File: src/rdts_pkg.sv
// Shared types and constants for the radio dial tuning stepper.
package rdts_pkg;

  typedef struct packed {
    logic [1:0]  command;
    logic [15:0] dial_value;
  } in_word_t;

  typedef struct packed {
    logic [15:0]        dial_khz;
    logic [16:0]        chip_khz;
    logic signed [11:0] fine_offset_hz;
    logic [11:0]        beat_hz;
    logic [29:0]        display_hz;
  } out_word_t;

  typedef struct packed {
    logic [2:0]        demod_mode;
    logic [15:0]       band_min;
    logic [15:0]       band_max;
    logic [9:0]        band_step;
    logic [9:0]        lsb_offset;
    logic [11:0]       default_bfo;
    logic signed [9:0] bfo_trim;
  } cfg_t;

  localparam logic [1:0] CMD_UP   = 2'd0;
  localparam logic [1:0] CMD_DOWN = 2'd1;
  localparam logic [1:0] CMD_SET  = 2'd2;

  localparam logic [2:0] MODE_FM  = 3'd0;
  localparam logic [2:0] MODE_LSB = 3'd4;
  localparam logic [2:0] MODE_USB = 3'd5;
  localparam logic [2:0] MODE_CW  = 3'd6;

  localparam logic [2:0] CFG_DEMOD_MODE  = 3'd0;
  localparam logic [2:0] CFG_BAND_MIN    = 3'd1;
  localparam logic [2:0] CFG_BAND_MAX    = 3'd2;
  localparam logic [2:0] CFG_BAND_STEP   = 3'd3;
  localparam logic [2:0] CFG_LSB_OFFSET  = 3'd4;
  localparam logic [2:0] CFG_DEFAULT_BFO = 3'd5;
  localparam logic [2:0] CFG_BFO_TRIM    = 3'd6;

  localparam cfg_t CFG_RESET = '{
    demod_mode:  3'd0,
    band_min:    16'd6400,
    band_max:    16'd10800,
    band_step:   10'd10,
    lsb_offset:  10'd0,
    default_bfo: 12'd1500,
    bfo_trim:    10'sd0
  };

  localparam logic [15:0] DIAL_RESET  = 16'd9730;
  localparam int          BEAT_LOW    = 100;
  localparam int          BEAT_HIGH   = 4000;
  localparam int          HZ_PER_KHZ  = 1000;
  localparam int          FM_UNIT_HZ  = 10000;
  localparam logic [29:0] DISPLAY_TOP = 30'd655350000;

endpackage

File: src/radio_dial_tuning_stepper_top.sv
// Top level of the radio dial tuning stepper with config registers and output skid.
//
// Usage:
//   Input channel: in_word_i carries a command (step up, step down, set dial)
//   and a requested dial value; a word is taken when in_valid_i is high and
//   in_stall_o is low. Each accepted word yields exactly one result word on
//   out_word_o, taken when out_valid_o is high and out_stall_i is low.
//   Config channel: cfg_index_i selects the register, cfg_data_i holds the
//   value; cfg_ready_o is always high. Write only while no word is in flight.
// Timing:
//   Results are registered (skid register on a stall). One word per cycle is
//   sustained while out_stall_i is low; the dial and fine offset update in a
//   single pass through the step logic into the state and result registers.
// Stall:
//   A stalled result holds in the output register; one more word is caught
//   in the skid register, and in_stall_o rises only while that is full.
// Reset:
//   Config registers return to their defaults, dial to 9730 and fine offset to zero;
//   both output slots are emptied.
module radio_dial_tuning_stepper_top import rdts_pkg::*; #(
  parameter int FINE_STEP_HZ   = 100,
  parameter int FINE_WINDOW_HZ = 1000
) (
  input  logic        clk_i,
  input  logic        rst_ni,
  input  logic        in_valid_i,
  output logic        in_stall_o,
  input  in_word_t    in_word_i,
  output logic        out_valid_o,
  input  logic        out_stall_i,
  output out_word_t   out_word_o,
  input  logic        cfg_valid_i,
  output logic        cfg_ready_o,
  input  logic [2:0]  cfg_index_i,
  input  logic [15:0] cfg_data_i
);

  cfg_t               cfg_q;
  logic [15:0]        dial_q;
  logic signed [11:0] fine_q;
  logic [15:0]        dial_d;
  logic signed [11:0] fine_d;
  out_word_t          result_d;
  out_word_t          out_q;
  out_word_t          skid_q;
  logic               out_valid_q;
  logic               skid_valid_q;
  logic               accept;
  logic               out_fire;
  logic               cfg_we;

  assign cfg_ready_o = 1'b1;
  assign cfg_we      = cfg_valid_i && cfg_ready_o;
  assign in_stall_o  = skid_valid_q;
  assign accept      = in_valid_i && !skid_valid_q;
  assign out_fire    = out_valid_q && !out_stall_i;
  assign out_valid_o = out_valid_q;
  assign out_word_o  = out_q;

  rdts_step #(
    .FINE_STEP_HZ  (FINE_STEP_HZ),
    .FINE_WINDOW_HZ(FINE_WINDOW_HZ)
  ) u_step (
    .cfg_i   (cfg_q),
    .dial_i  (dial_q),
    .fine_i  (fine_q),
    .word_i  (in_word_i),
    .dial_o  (dial_d),
    .fine_o  (fine_d),
    .result_o(result_d)
  );

  always_ff @(posedge clk_i or negedge rst_ni) begin
    if (!rst_ni) begin
      cfg_q  <= CFG_RESET;
      dial_q <= DIAL_RESET;
      fine_q <= '0;
    end else begin
      if (cfg_we) begin
        unique case (cfg_index_i)
          CFG_DEMOD_MODE: begin
            cfg_q.demod_mode <= cfg_data_i[2:0];
            fine_q           <= '0;
          end
          CFG_BAND_MIN:    cfg_q.band_min    <= cfg_data_i;
          CFG_BAND_MAX:    cfg_q.band_max    <= cfg_data_i;
          CFG_BAND_STEP:   cfg_q.band_step   <= cfg_data_i[9:0];
          CFG_LSB_OFFSET:  cfg_q.lsb_offset  <= cfg_data_i[9:0];
          CFG_DEFAULT_BFO: cfg_q.default_bfo <= cfg_data_i[11:0];
          CFG_BFO_TRIM:    cfg_q.bfo_trim    <= cfg_data_i[9:0];
          default: begin
          end
        endcase
      end else if (accept) begin
        dial_q <= dial_d;
        fine_q <= fine_d;
      end
    end
  end

  always_ff @(posedge clk_i or negedge rst_ni) begin
    if (!rst_ni) begin
      out_valid_q  <= 1'b0;
      skid_valid_q <= 1'b0;
    end else if (skid_valid_q) begin
      if (out_fire) begin
        skid_valid_q <= 1'b0;
      end
    end else if (!out_valid_q || out_fire) begin
      out_valid_q <= accept;
    end else if (accept) begin
      skid_valid_q <= 1'b1;
    end
  end

  always_ff @(posedge clk_i) begin
    if (skid_valid_q) begin
      if (out_fire) begin
        out_q <= skid_q;
      end
    end else if (!out_valid_q || out_fire) begin
      if (accept) begin
        out_q <= result_d;
      end
    end else if (accept) begin
      skid_q <= result_d;
    end
  end

endmodule

File: src/rdts_step.sv
// Next dial and fine offset state plus the result word for one command.
module rdts_step import rdts_pkg::*; #(
  parameter int FINE_STEP_HZ   = 100,
  parameter int FINE_WINDOW_HZ = 1000
) (
  input  cfg_t               cfg_i,
  input  logic [15:0]        dial_i,
  input  logic signed [11:0] fine_i,
  input  in_word_t           word_i,
  output logic [15:0]        dial_o,
  output logic signed [11:0] fine_o,
  output out_word_t          result_o
);

  localparam logic signed [13:0] StepHz  = 14'(FINE_STEP_HZ);
  localparam logic signed [13:0] WinHz   = 14'(FINE_WINDOW_HZ);
  localparam logic signed [13:0] KhzHz   = 14'(HZ_PER_KHZ);
  localparam logic signed [13:0] FineMax = 14'sd2047;
  localparam logic signed [13:0] FineMin = -14'sd2048;
  localparam logic signed [13:0] BeatLo  = 14'(BEAT_LOW);
  localparam logic signed [13:0] BeatHi  = 14'(BEAT_HIGH);

  function automatic logic [15:0] clamp_band(input logic [15:0] f, input logic [15:0] lo,
                                             input logic [15:0] hi);
    logic [15:0] r;
    if (f < lo) r = lo;
    else if (f > hi) r = hi;
    else r = f;
    return r;
  endfunction

  logic               sideband;
  logic signed [13:0] fine_ext;
  logic [16:0]        dial_inc;
  logic signed [17:0] dial_dec;
  logic [16:0]        up_sum;
  logic signed [17:0] dn_diff;
  logic [15:0]        coarse_f;
  logic signed [13:0] fine_f;
  logic signed [13:0] beat_sum;
  logic [25:0]        prod_k;
  logic [29:0]        prod_fm;
  logic signed [27:0] disp_sb;

  always_comb begin
    sideband = (cfg_i.demod_mode == MODE_LSB) || (cfg_i.demod_mode == MODE_USB) ||
               (cfg_i.demod_mode == MODE_CW);
    fine_ext = {{2{fine_i[11]}}, fine_i};
    dial_inc = {1'b0, dial_i} + 17'd1;
    dial_dec = $signed({2'b00, dial_i}) - 18'sd1;
    up_sum   = {1'b0, dial_i} + {7'd0, cfg_i.band_step};
    dn_diff  = $signed({2'b00, dial_i}) - $signed({8'd0, cfg_i.band_step});
    coarse_f = dial_i;
    fine_f   = fine_ext;
    dial_o   = dial_i;
    fine_o   = fine_i;

    case (word_i.command) inside
      CMD_SET: begin
        dial_o = clamp_band(word_i.dial_value, cfg_i.band_min, cfg_i.band_max);
        fine_o = '0;
      end
      CMD_UP, CMD_DOWN: begin
        if (sideband) begin
          if (word_i.command == CMD_UP) begin
            fine_f = fine_ext + StepHz;
            if (fine_f > WinHz) begin
              if (dial_inc <= {1'b0, cfg_i.band_max}) begin
                dial_o = dial_inc[15:0];
                fine_f = fine_f - KhzHz;
              end else begin
                fine_f = WinHz;
              end
            end
          end else begin
            fine_f = fine_ext - StepHz;
            if (fine_f < -WinHz) begin
              if (dial_dec >= $signed({2'b00, cfg_i.band_min})) begin
                dial_o = dial_dec[15:0];
                fine_f = fine_f + KhzHz;
              end else begin
                fine_f = -WinHz;
              end
            end
          end
          if (fine_f > FineMax) fine_o = FineMax[11:0];
          else if (fine_f < FineMin) fine_o = FineMin[11:0];
          else fine_o = fine_f[11:0];
        end else begin
          if (word_i.command == CMD_UP) begin
            if (up_sum > {1'b0, cfg_i.band_max}) coarse_f = cfg_i.band_min;
            else coarse_f = up_sum[15:0];
          end else begin
            if (dn_diff < $signed({2'b00, cfg_i.band_min})) coarse_f = cfg_i.band_max;
            else coarse_f = dn_diff[15:0];
          end
          dial_o = clamp_band(coarse_f, cfg_i.band_min, cfg_i.band_max);
          fine_o = '0;
        end
      end
      default: begin
        dial_o = dial_i;
        fine_o = fine_i;
      end
    endcase
  end

  always_comb begin
    result_o.dial_khz       = dial_o;
    result_o.fine_offset_hz = fine_o;
    result_o.chip_khz       = {1'b0, dial_o} +
                              ((cfg_i.demod_mode == MODE_LSB) ? {7'd0, cfg_i.lsb_offset} : 17'd0);

    beat_sum = $signed({2'b00, cfg_i.default_bfo}) + {{4{cfg_i.bfo_trim[9]}}, cfg_i.bfo_trim} +
               {{2{fine_o[11]}}, fine_o};
    if (beat_sum < BeatLo) result_o.beat_hz = BeatLo[11:0];
    else if (beat_sum > BeatHi) result_o.beat_hz = BeatHi[11:0];
    else result_o.beat_hz = beat_sum[11:0];

    prod_k  = 26'(dial_o) * 26'(HZ_PER_KHZ);
    prod_fm = 30'(dial_o) * 30'(FM_UNIT_HZ);
    disp_sb = $signed({2'b00, prod_k}) + {{16{fine_o[11]}}, fine_o};

    if (sideband) begin
      if (disp_sb < 28'sd0) result_o.display_hz = '0;
      else result_o.display_hz = {2'b00, disp_sb[27:0]};
    end else if (cfg_i.demod_mode == MODE_FM) begin
      result_o.display_hz = (prod_fm > DISPLAY_TOP) ? DISPLAY_TOP : prod_fm;
    end else begin
      result_o.display_hz = {4'd0, prod_k};
    end
  end

endmodule

File: config.mk
export PLATFORM = sky130hd
export DESIGN_NAME = radio_dial_tuning_stepper_top
export DESIGN_NICKNAME = d
export VERILOG_FILES = /design/src/rdts_pkg.sv /design/src/radio_dial_tuning_stepper_top.sv /design/src/rdts_step.sv
export SDC_FILE = /design/constraint.sdc
export NUM_CORES = 1
export LEC_CHECK = 0
export BUFFER_PORTS_ARGS = -buffer_cell sky130_fd_sc_hd__buf_2
export CAP_MARGIN = 0
export CELL_PAD_IN_SITES_DETAIL_PLACEMENT = 1
export CELL_PAD_IN_SITES_GLOBAL_PLACEMENT = 1
export CORE_MARGIN = 4
export CORE_UTILIZATION = 44
export DETAILED_ROUTE_END_ITERATION = 10
export GPL_TIMING_DRIVEN = 0
export PLACE_DENSITY = 0.72
export SLEW_MARGIN = 20
export SYNTH_ARGS = -nofsm -noshare
export SYNTH_HDL_FRONTEND = slang
export SYNTH_HIERARCHICAL = 1
export SYNTH_SLANG_ARGS = --single-unit
export TNS_END_PERCENT = 50
File: constraint.sdc
create_clock -name clk_i -period 27.7 [get_ports clk_i]
set_clock_uncertainty 0.1 [all_clocks]
set_input_delay 2.77 -clock clk_i [delete_from_list [all_inputs] [get_ports clk_i]]
set_output_delay 2.77 -clock clk_i [all_outputs]
set_load 0.05 [all_outputs]
==> impl_metrics.py, run 1 <==
metrics = {
    "synthesis": {
        "synth_common_cells": "320 x ha_1, 246 x inv_1, 216 x nand2_1",
        "synth_most_common_cell": "ha_1",
        "syn_nets": 3216,
        "synth_ff_type": "edfxtp_1",
        "yosysTopAreaCellShare": 0.196,
        "yosys_warnings": 6,
        "yosysTopAreaCell": "edfxtp_1",
        "synth_area_leaders": "edfxtp_1 20%, ha_1 15%, dfrtp_1 8.1%, mux2_2 7.0%, fa_1 6.5%",
        "synth_edf_count": 174,
        "synth_cell_type_count": 104,
        "ys_seq_elements": 281,
        "netlist_area_sq_mm": 0.0266,
        "synth_cells": 2768,
        "async_flop_share": 0.381,
        "avgSynthCellArea_sq_um": 9.62,
        "ys_seq_area_frac": 0.298,
    },
    "die": {
        "fp.dieW_microns": 254,
        "core-area_sq_mm": 0.0595,
        "die-area_sq_mm": 0.0645,
        "row_count": 89,
        "initial_core_util": 0.448,
        "num_io_pins": 132,
        "die_y_microns": 254,
    },
    "grt": {
        "grt_antenna_before_repair": 2,
        "grt_first_pass_wirelength_microns": 151000,
        "overflow": 0,
        "grt_pass1_vias": 24100,
        "grt_start_max_net_pins": 75,
        "gr-usage-all-layers": 0.308,
    },
    "timing": {
        "setup_viol": 0,
        "fin_tns_setup_ns": 0,
        "hold_violations": 0,
        "rsz0062_at_grt": "false",
        "max_freq_mhz": 49.7,
        "drv_slew": 0,
        "period_minus_slack_ns": 20.12,
        "post-route-period-util": 0.726,
        "relSlewSlack": 0.232,
        "tightest_slew_ns": 1.15,
    },
    "critical_path": {
        "cp-end-kind": "flop",
        "crit_type": "flop to flop",
        "cp-start-kind": "flop",
        "crit_path_top_delay_cell": "dfstp_2",
        "cp_num_buf_inv": 8,
        "arrival_ns": 20.32,
        "worstPathRequired_ns": 27.90,
        "cpLargestDelayFamily": "compound AO/OA/AOI/OAI gates",
        "worst-path-max-fanout": 11,
        "crit_top_cell": "o21ai_0",
        "slowest_delay_ns": 0.75,
    },
    "detailed_routing": {
        "vias_per_cell": 6.09,
        "totalWireLength_microns": 101000,
        "drc_errors": 0,
        "drt_iter0_drc": 1644,
        "dr.pass1.iters": 5,
        "final_antenna_net_count": 0,
        "vias": 22800,
        "wl_per_cell_microns": 26.9,
    },
    "clocking": {
        "cts-root-buf": "clkbuf_16",
        "cts_inserted_buffers": 36,
        "post_cts_resized": 0,
        "cts_buffer_depth": 3,
        "htree_levels": 2,
        "cts_tree": "yes",
        "cts.sinks": 281,
        "clkLatencyLatePin_ns": 0.57,
        "path_clk_slew_ns": 0.06,
        "cts_setup_buffers": 0,
        "postCtsHoldBufs": 0,
    },
    "final_layout": {
        "finalNetCount": 3390,
        "num-fill-cells": 6736,
        "seqCellArea_sq_mm": 0.00793,
        "syn2layout_area_growth_pct": 11.2,
        "drive_above_1_share": 0.171,
        "multi_input_area_sq_mm": 0.0171,
    },
    "min_path": {
        "min_path_type": "flop to flop",
    },
    "status": {
        "status": "complete, no violations",
    },
    "flow_run": {
        "maxCapViolations": 0,
    },
    "place": {
        "hpwl_microns": 80000,
        "io_buffers": 127,
        "gp_congestion": 1.01,
    },
}
[registers in the layout, summed over array words and instances, names as in the netlist]
signal	cells
out_valid_o	1
out_word_o	87
fine_q	12
dial_q	16
in_stall_o	1
cfg_q	77
skid_q	87
[layout by cell type (no fill, tap or decap), types with 10 or more instances in the layout]
master,n
or3_1,18
dfrtp_1,86
a211oi_1,32
xor2_1,53
mux2i_1,23
clkbuf_1,64
nor3_1,43
edfxtp_1,174
buf_2,162
a21o_1,43
o21bai_1,22
mux2_2,166
o31ai_1,13
ha_1,320
buf_4,34
and2_1,17
a21oi_1,174
and3_1,35
o21ai_1,11
a211o_1,12
nor4_1,13
nand3_1,63
nand4_1,21
a21boi_0,12
nor2b_1,19
a31oi_1,10
o22ai_1,12
clkbuf_16,36
a22oi_1,14
nor2_1,162
inv_1,246
o21a_1,22
o21ai_0,116
o211ai_1,32
nand2b_1,26
fa_1,86
nand2_1,216
dfstp_2,21
xnor2_1,121
[cell type report]
cell class,count,share of cell area
diodes,1,0.0000845
plain buffers,135,0.0238
clock buffers,43,0.0313
clock inverters,21,0.00710
inverters,248,0.0318
multi-input cells,2104,0.577
flip-flops and latches,281,0.268
well taps,773,0.0327
repair buffers,136,0.0283
[kinds of logic after synthesis]
kind of cell             Yosys count  synth area share
AO/OA/AOI/OAI                    636             0.160
XOR/XNOR                         174            0.0572
adder cells (fa/ha/maj)          408             0.216
buffers and inverters            383            0.0619
flip-flops                       281             0.298
multiplexers                     189            0.0788
other                              1          0.000141
AND/OR/NAND/NOR                  696             0.129
[worst min-delay path: cells and delay by family, from the launching register on]
kind             cells  cell delay, ns
DFF                  1            0.37
and+or+nand+nor      2            0.10
[stage by stage]
step	worst slack, ns	area [sq um]	cells	hold slack (ns)	util
finish	7.58	29600	3742	0.368	0.498
CTS	7.49	29600	3741	0.374	0.498
floorplan	13.30	26600	2768	0.339	-
global route	6.48	29600	3741	0.391	0.498
global placement	7.83	28200	3668	0.353	0.475
detailed placement	7.58	28500	3677	0.364	0.479
[path summary, 6_finish.rpt]
kind                             endpoint  depth (start not counted)        from  slack, ns
max                        out_word_o[14]                         64   dial_q[1]       7.58
min                            dial_q[10]                          2  dial_q[10]       0.37
max reg2reg                out_word_o[14]                         64   dial_q[1]       7.58
min reg2reg                    dial_q[10]                          2  dial_q[10]       0.37
max in group asynchronous       cfg_q[12]                          2      rst_ni      24.68
min in group asynchronous       cfg_q[50]                          1      rst_ni       2.03
[routing by layer]
layer  vias up  global-route usage  part of all wire
met5         -                   0                 0
met4         0               0.107             0.040
met3       197              0.0387             0.054
met2       775               0.513              0.46
met1     11500               0.416              0.44
li1      10300                   -                 -
Power of run 1 is not shown: default switching activity piles up to over one toggle a cycle in this logic, so the estimate is an artifact.
==> run 2: changes to the inputs <==
==> constraint.sdc (replaced) <==
create_clock -name clk_i -period 20.6 [get_ports clk_i]
set_clock_uncertainty 0.1 [all_clocks]
set_input_delay 2.06 -clock clk_i [delete_from_list [all_inputs] [get_ports clk_i]]
set_output_delay 2.06 -clock clk_i [all_outputs]
set_load 0.05 [all_outputs]
==> run 2 against run 1 <==
Effect of this change:
- critical path depth down 2
- sequential share of layout area barely moved
- routed wire length about the same
- cell count did not move
- fmax up 2.4%
- hold slack hardly changed
- global-route usage unchanged
- non-clock buffer count shrank 1
- first-iteration DRC count rose by 3.5%
- utilization is essentially flat
- die area stayed put
- critical path type unchanged
- via count up 0.36%
==> impl_metrics.py, run 2 (synthesized netlist as in run 1, its figures left out) <==
metrics = {
    "die": {
        "die_y_microns": 254,
        "row_count": 89,
        "core-area_sq_mm": 0.0595,
        "initial_core_util": 0.448,
        "die-area_sq_mm": 0.0645,
        "fp.dieW_microns": 254,
        "num_io_pins": 132,
    },
    "critical_path": {
        "worstPathRequired_ns": 20.80,
        "cp_num_buf_inv": 7,
        "crit_path_top_delay_cell": "dfstp_2",
        "r2r_setup_slack_ns": 0.95,
        "r2r-start": "dial_q[1]",
        "slowest_delay_ns": 0.75,
        "arrival_ns": 19.85,
        "rr_worst_depth": 62,
        "r2r_end": "out_word_o[14]",
        "cpLargestDelayFamily": "compound AO/OA/AOI/OAI gates",
        "worst-path-max-fanout": 19,
        "crit_type": "flop to flop",
        "crit_top_cell": "o21ai_0",
        "cp-end-kind": "flop",
        "cp-start-kind": "flop",
    },
    "final_layout": {
        "finalNetCount": 3389,
        "final_common_cell": "ha_1",
        "drive_above_1_share": 0.171,
        "syn2layout_area_growth_pct": 11.2,
        "num-fill-cells": 6736,
        "final_core_util": 0.498,
        "final_cell_mix": "320 x ha_1, 246 x inv_1, 216 x nand2_1",
    },
    "place": {
        "gp_congestion": 1.01,
        "io_buffers": 127,
        "hpwl_microns": 80000,
        "place_ws_ns": 0.476,
    },
    "min_path": {
        "hold_depth": 2,
        "min_path_type": "flop to flop",
        "min_to": "dial_q[10]",
        "worstHoldStart": "dial_q[10]",
    },
    "detailed_routing": {
        "dr.pass1.iters": 5,
        "vias_per_cell": 6.11,
        "final_antenna_net_count": 0,
        "wl_per_cell_microns": 26.8,
        "totalWireLength_microns": 100000,
        "drt_iter0_drc": 1701,
        "vias": 22900,
        "drc_errors": 0,
    },
    "grt": {
        "grt_pass1_vias": 24100,
        "gr-usage-all-layers": 0.308,
        "grt_antenna_before_repair": 3,
        "grt_start_max_net_pins": 75,
        "overflow": 0,
        "grt_first_pass_wirelength_microns": 151000,
    },
    "timing": {
        "rsz0062_at_grt": "false",
        "drv_slew": 0,
        "tightest_slew_ns": 1.10,
        "max_freq_mhz": 50.9,
        "fin_ws_ns": 0.953,
        "setup_viol": 0,
        "period_minus_slack_ns": 19.65,
        "fin_tns_setup_ns": 0,
        "post-route-period-util": 0.954,
        "relSlewSlack": 0.266,
        "hold_violations": 0,
    },
    "clocking": {
        "cts_tree": "yes",
        "htree_levels": 2,
        "cts_inserted_buffers": 36,
        "path_clk_slew_ns": 0.06,
        "cts_buffer_depth": 3,
        "clkLatencyLatePin_ns": 0.57,
        "cts-root-buf": "clkbuf_16",
        "cts.sinks": 281,
    },
    "flow_run": {
        "maxCapViolations": 0,
    },
    "status": {
        "status": "complete, no violations",
    },
}
-- run 2: metrics by stage --
| step | area [sq um] | instances | hold slack [ns] |
|---|---|---|---|
| final | 29600 | 3742 | 0.368 |
| after global routing | 29600 | 3740 | 0.391 |
| after CTS | 29600 | 3741 | 0.374 |
| after detailed placement | 28500 | 3677 | 0.364 |
| after global placement | 28200 | 3668 | 0.353 |
| after floorplan | 26600 | 2768 | 0.339 |
-- run 2: worst max path at each step --
| stage | from | endpoint | cells after the start |
|---|---|---|---|
| after CTS | dial_q[1] | out_word_o[19] | 64 |
| after floorplan | cfg_q[33] | out_word_o[8] | 67 |
| after global placement | dial_q[1] | out_word_o[19] | 65 |
| after detailed placement | dial_q[1] | out_word_o[19] | 64 |
| after global routing | dial_q[1] | out_word_o[19] | 62 |
| final | dial_q[1] | out_word_o[14] | 62 |
-- run 2: what timing repair did --
item | CTS | global route
setup endpoints to repair | 0 | 43
resized for setup | 0 | 2
hold buffers | 0 | 0
buffers inserted | 0 | 0
hold endpoints to repair | 0 | 0
-- run 2: tightest hold or removal path: stages, from the launching register on --
cell     delay, ns
dfstp_2       0.37
nand2_1       0.05
nand2_1       0.05
-- run 2: final cells by class --
cell class                      instances  area [sq um]  area share
Tap cell                              773           967      0.0326
Antenna cell                            2          5.00    0.000169
Sequential cell                       281          7930       0.268
Timing Repair Buffer                  136           838      0.0283
Multi-Input combinational cell       2104         17100       0.577
Clock buffer                           43           927      0.0313
Inverter                              248           943      0.0318
Buffer                                134           702      0.0237
Clock inverter                         21           210     0.00710
-- run 2: per-layer routing --
metal | vias up | part of all wire | GRT usage | wire length [microns]
li1 | 10300 | - | - | -
met1 | 11600 | 0.44 | 0.416 | 43800
met2 | 782 | 0.46 | 0.513 | 46700
met3 | 214 | 0.058 | 0.0387 | 5820
met4 | 2 | 0.041 | 0.107 | 4100
met5 | - | 0.00013 | 0 | 13
Power of run 2 is left out for the same reason.
==> run 3: changes to the inputs <==
--- a/config.mk
+++ b/config.mk
@@ -10,10 +10,10 @@
 export CELL_PAD_IN_SITES_DETAIL_PLACEMENT = 1
 export CELL_PAD_IN_SITES_GLOBAL_PLACEMENT = 1
 export CORE_MARGIN = 4
-export CORE_UTILIZATION = 44
+export CORE_UTILIZATION = 50
 export DETAILED_ROUTE_END_ITERATION = 10
 export GPL_TIMING_DRIVEN = 0
-export PLACE_DENSITY = 0.72
+export PLACE_DENSITY = 0.8
 export SLEW_MARGIN = 20
 export SYNTH_ARGS = -nofsm -noshare
 export SYNTH_HDL_FRONTEND = slang
==> run 3 against run 2 <==
Effect of this change:
- critical endpoint unchanged
- highest routed layer unchanged
- die area down 12%
- cell area down 0.84%
- critical path depth up 1
==> impl_metrics.py, run 3 (synthesized netlist as in run 1, its figures left out) <==
metrics = {
    "status": {
        "status": "complete, no violations",
    },
    "timing": {
        "drv_slew": 0,
        "tightest_slew_ns": 1.11,
        "setup_viol": 0,
        "hold_violations": 0,
        "max_freq_mhz": 52.2,
        "fin_tns_setup_ns": 0,
        "period_minus_slack_ns": 19.15,
        "relSlewSlack": 0.262,
        "rsz0062_at_grt": "false",
        "post-route-period-util": 0.930,
    },
    "final_layout": {
        "finalNetCount": 3386,
        "antenna_cells": 0,
        "stdcell_area_sq_mm": 0.0294,
        "drive_above_1_share": 0.170,
        "final_cell_mix": "320 x ha_1, 246 x inv_1, 216 x nand2_1",
        "syn2layout_area_growth_pct": 10.3,
        "final_common_cell": "ha_1",
    },
    "die": {
        "fp.dieW_microns": 239,
        "num_io_pins": 132,
        "die-area_sq_mm": 0.0570,
        "row_count": 84,
        "core-area_sq_mm": 0.0527,
        "initial_core_util": 0.506,
        "die_y_microns": 239,
    },
    "clocking": {
        "clkLatencyLatePin_ns": 0.55,
        "postCtsHoldBufs": 0,
        "path_clk_slew_ns": 0.06,
        "cts_buffer_depth": 3,
        "cts.sinks": 281,
        "cts_tree": "yes",
        "htree_levels": 2,
        "cts-root-buf": "clkbuf_16",
        "cts_inserted_buffers": 34,
    },
    "place": {
        "io_buffers": 127,
        "hpwl_microns": 80600,
        "dpl_cell_area_sq_mm": 0.0283,
        "gp_congestion": 0.994,
    },
    "grt": {
        "grt_start_max_net_pins": 58,
        "grt_pass1_vias": 24900,
        "gr-usage-all-layers": 0.355,
        "overflow": 0,
        "grt_antenna_before_repair": 6,
        "grt_first_pass_wirelength_microns": 155000,
    },
    "critical_path": {
        "worstPathRequired_ns": 20.79,
        "crit_path_top_delay_cell": "o21ai_0",
        "crit_type": "flop to flop",
        "cp-end-kind": "flop",
        "worst-path-max-fanout": 11,
        "cp-start-kind": "flop",
        "arrival_ns": 19.34,
        "slowest_delay_ns": 0.77,
    },
    "detailed_routing": {
        "drc_errors": 0,
        "vias_per_cell": 6.40,
        "drt_iter0_drc": 1854,
        "dr.pass1.iters": 6,
        "totalWireLength_microns": 103000,
        "wl_per_cell_microns": 28.1,
        "final_antenna_net_count": 0,
        "vias": 23400,
    },
    "flow_run": {
        "maxCapViolations": 0,
    },
    "min_path": {
        "min_path_type": "flop to flop",
    },
}
==> run 3: area by class of cell <==
class	instances	area (sq um)
Buffer	135	706
Clock buffer	41	887
Clock inverter	20	159
Fill cell	5994	23300
Inverter	248	943
Multi-Input combinational cell	2104	17100
Sequential cell	281	7930
Tap cell	688	861
Timing Repair Buffer	134	795
==> run 3: worst max-delay path, delay by kind of cell, from the launching register on <==
kind            cells  cell delay [ns]
flops               1             0.73
mux                 1             0.36
compound gates     33             8.18
xor+xnor            3             0.64
buf+inv             7             2.69
simple gates       10             2.36
fa+ha+maj           9             3.79
==> run 3: path summary, 6_finish.rpt <==
| path | from | end | slack, ns | cells after the start |
|---|---|---|---|---|
| worst max-delay path | dial_q[1] | out_word_o[14] | 1.45 | 63 |
| worst min-delay path | dial_q[10] | dial_q[10] | 0.36 | 2 |
| max in group asynchronous | rst_ni | cfg_q[16] | 18.21 | 2 |
| worst max register to register | dial_q[1] | out_word_o[14] | 1.45 | 63 |
| worst min register to register | dial_q[10] | dial_q[10] | 0.36 | 2 |
| min in group asynchronous | rst_ni | cfg_q[73] | 1.38 | 1 |
==> run 3: metrics by stage <==
stage                     setup WS [ns]   util  instances  hold WS (ns)
after detailed placement           1.46  0.538       3590         0.352
after global placement             1.77  0.534       3583         0.353
after CTS                          1.34  0.558       3651         0.363
final                              1.45  0.558       3651         0.362
after global routing              0.240  0.558       3651         0.391
after floorplan                    6.42      -       2768         0.339
==> run 3: repair_timing <==
item	4_1_cts	5_1_grt
setup buffers	0	0
setup endpoints to repair	0	6
gates resized for setup	0	1
==> run 3: metal layers <==
metal,part of all wire,global-route usage,vias to the layer above
met2,0.46,0.583,971
met4,0.048,0.147,2
met5,0.00013,0,-
met3,0.069,0.0603,264
met1,0.42,0.467,11800
li1,-,-,10300
Power of run 3 is left out for the same reason.
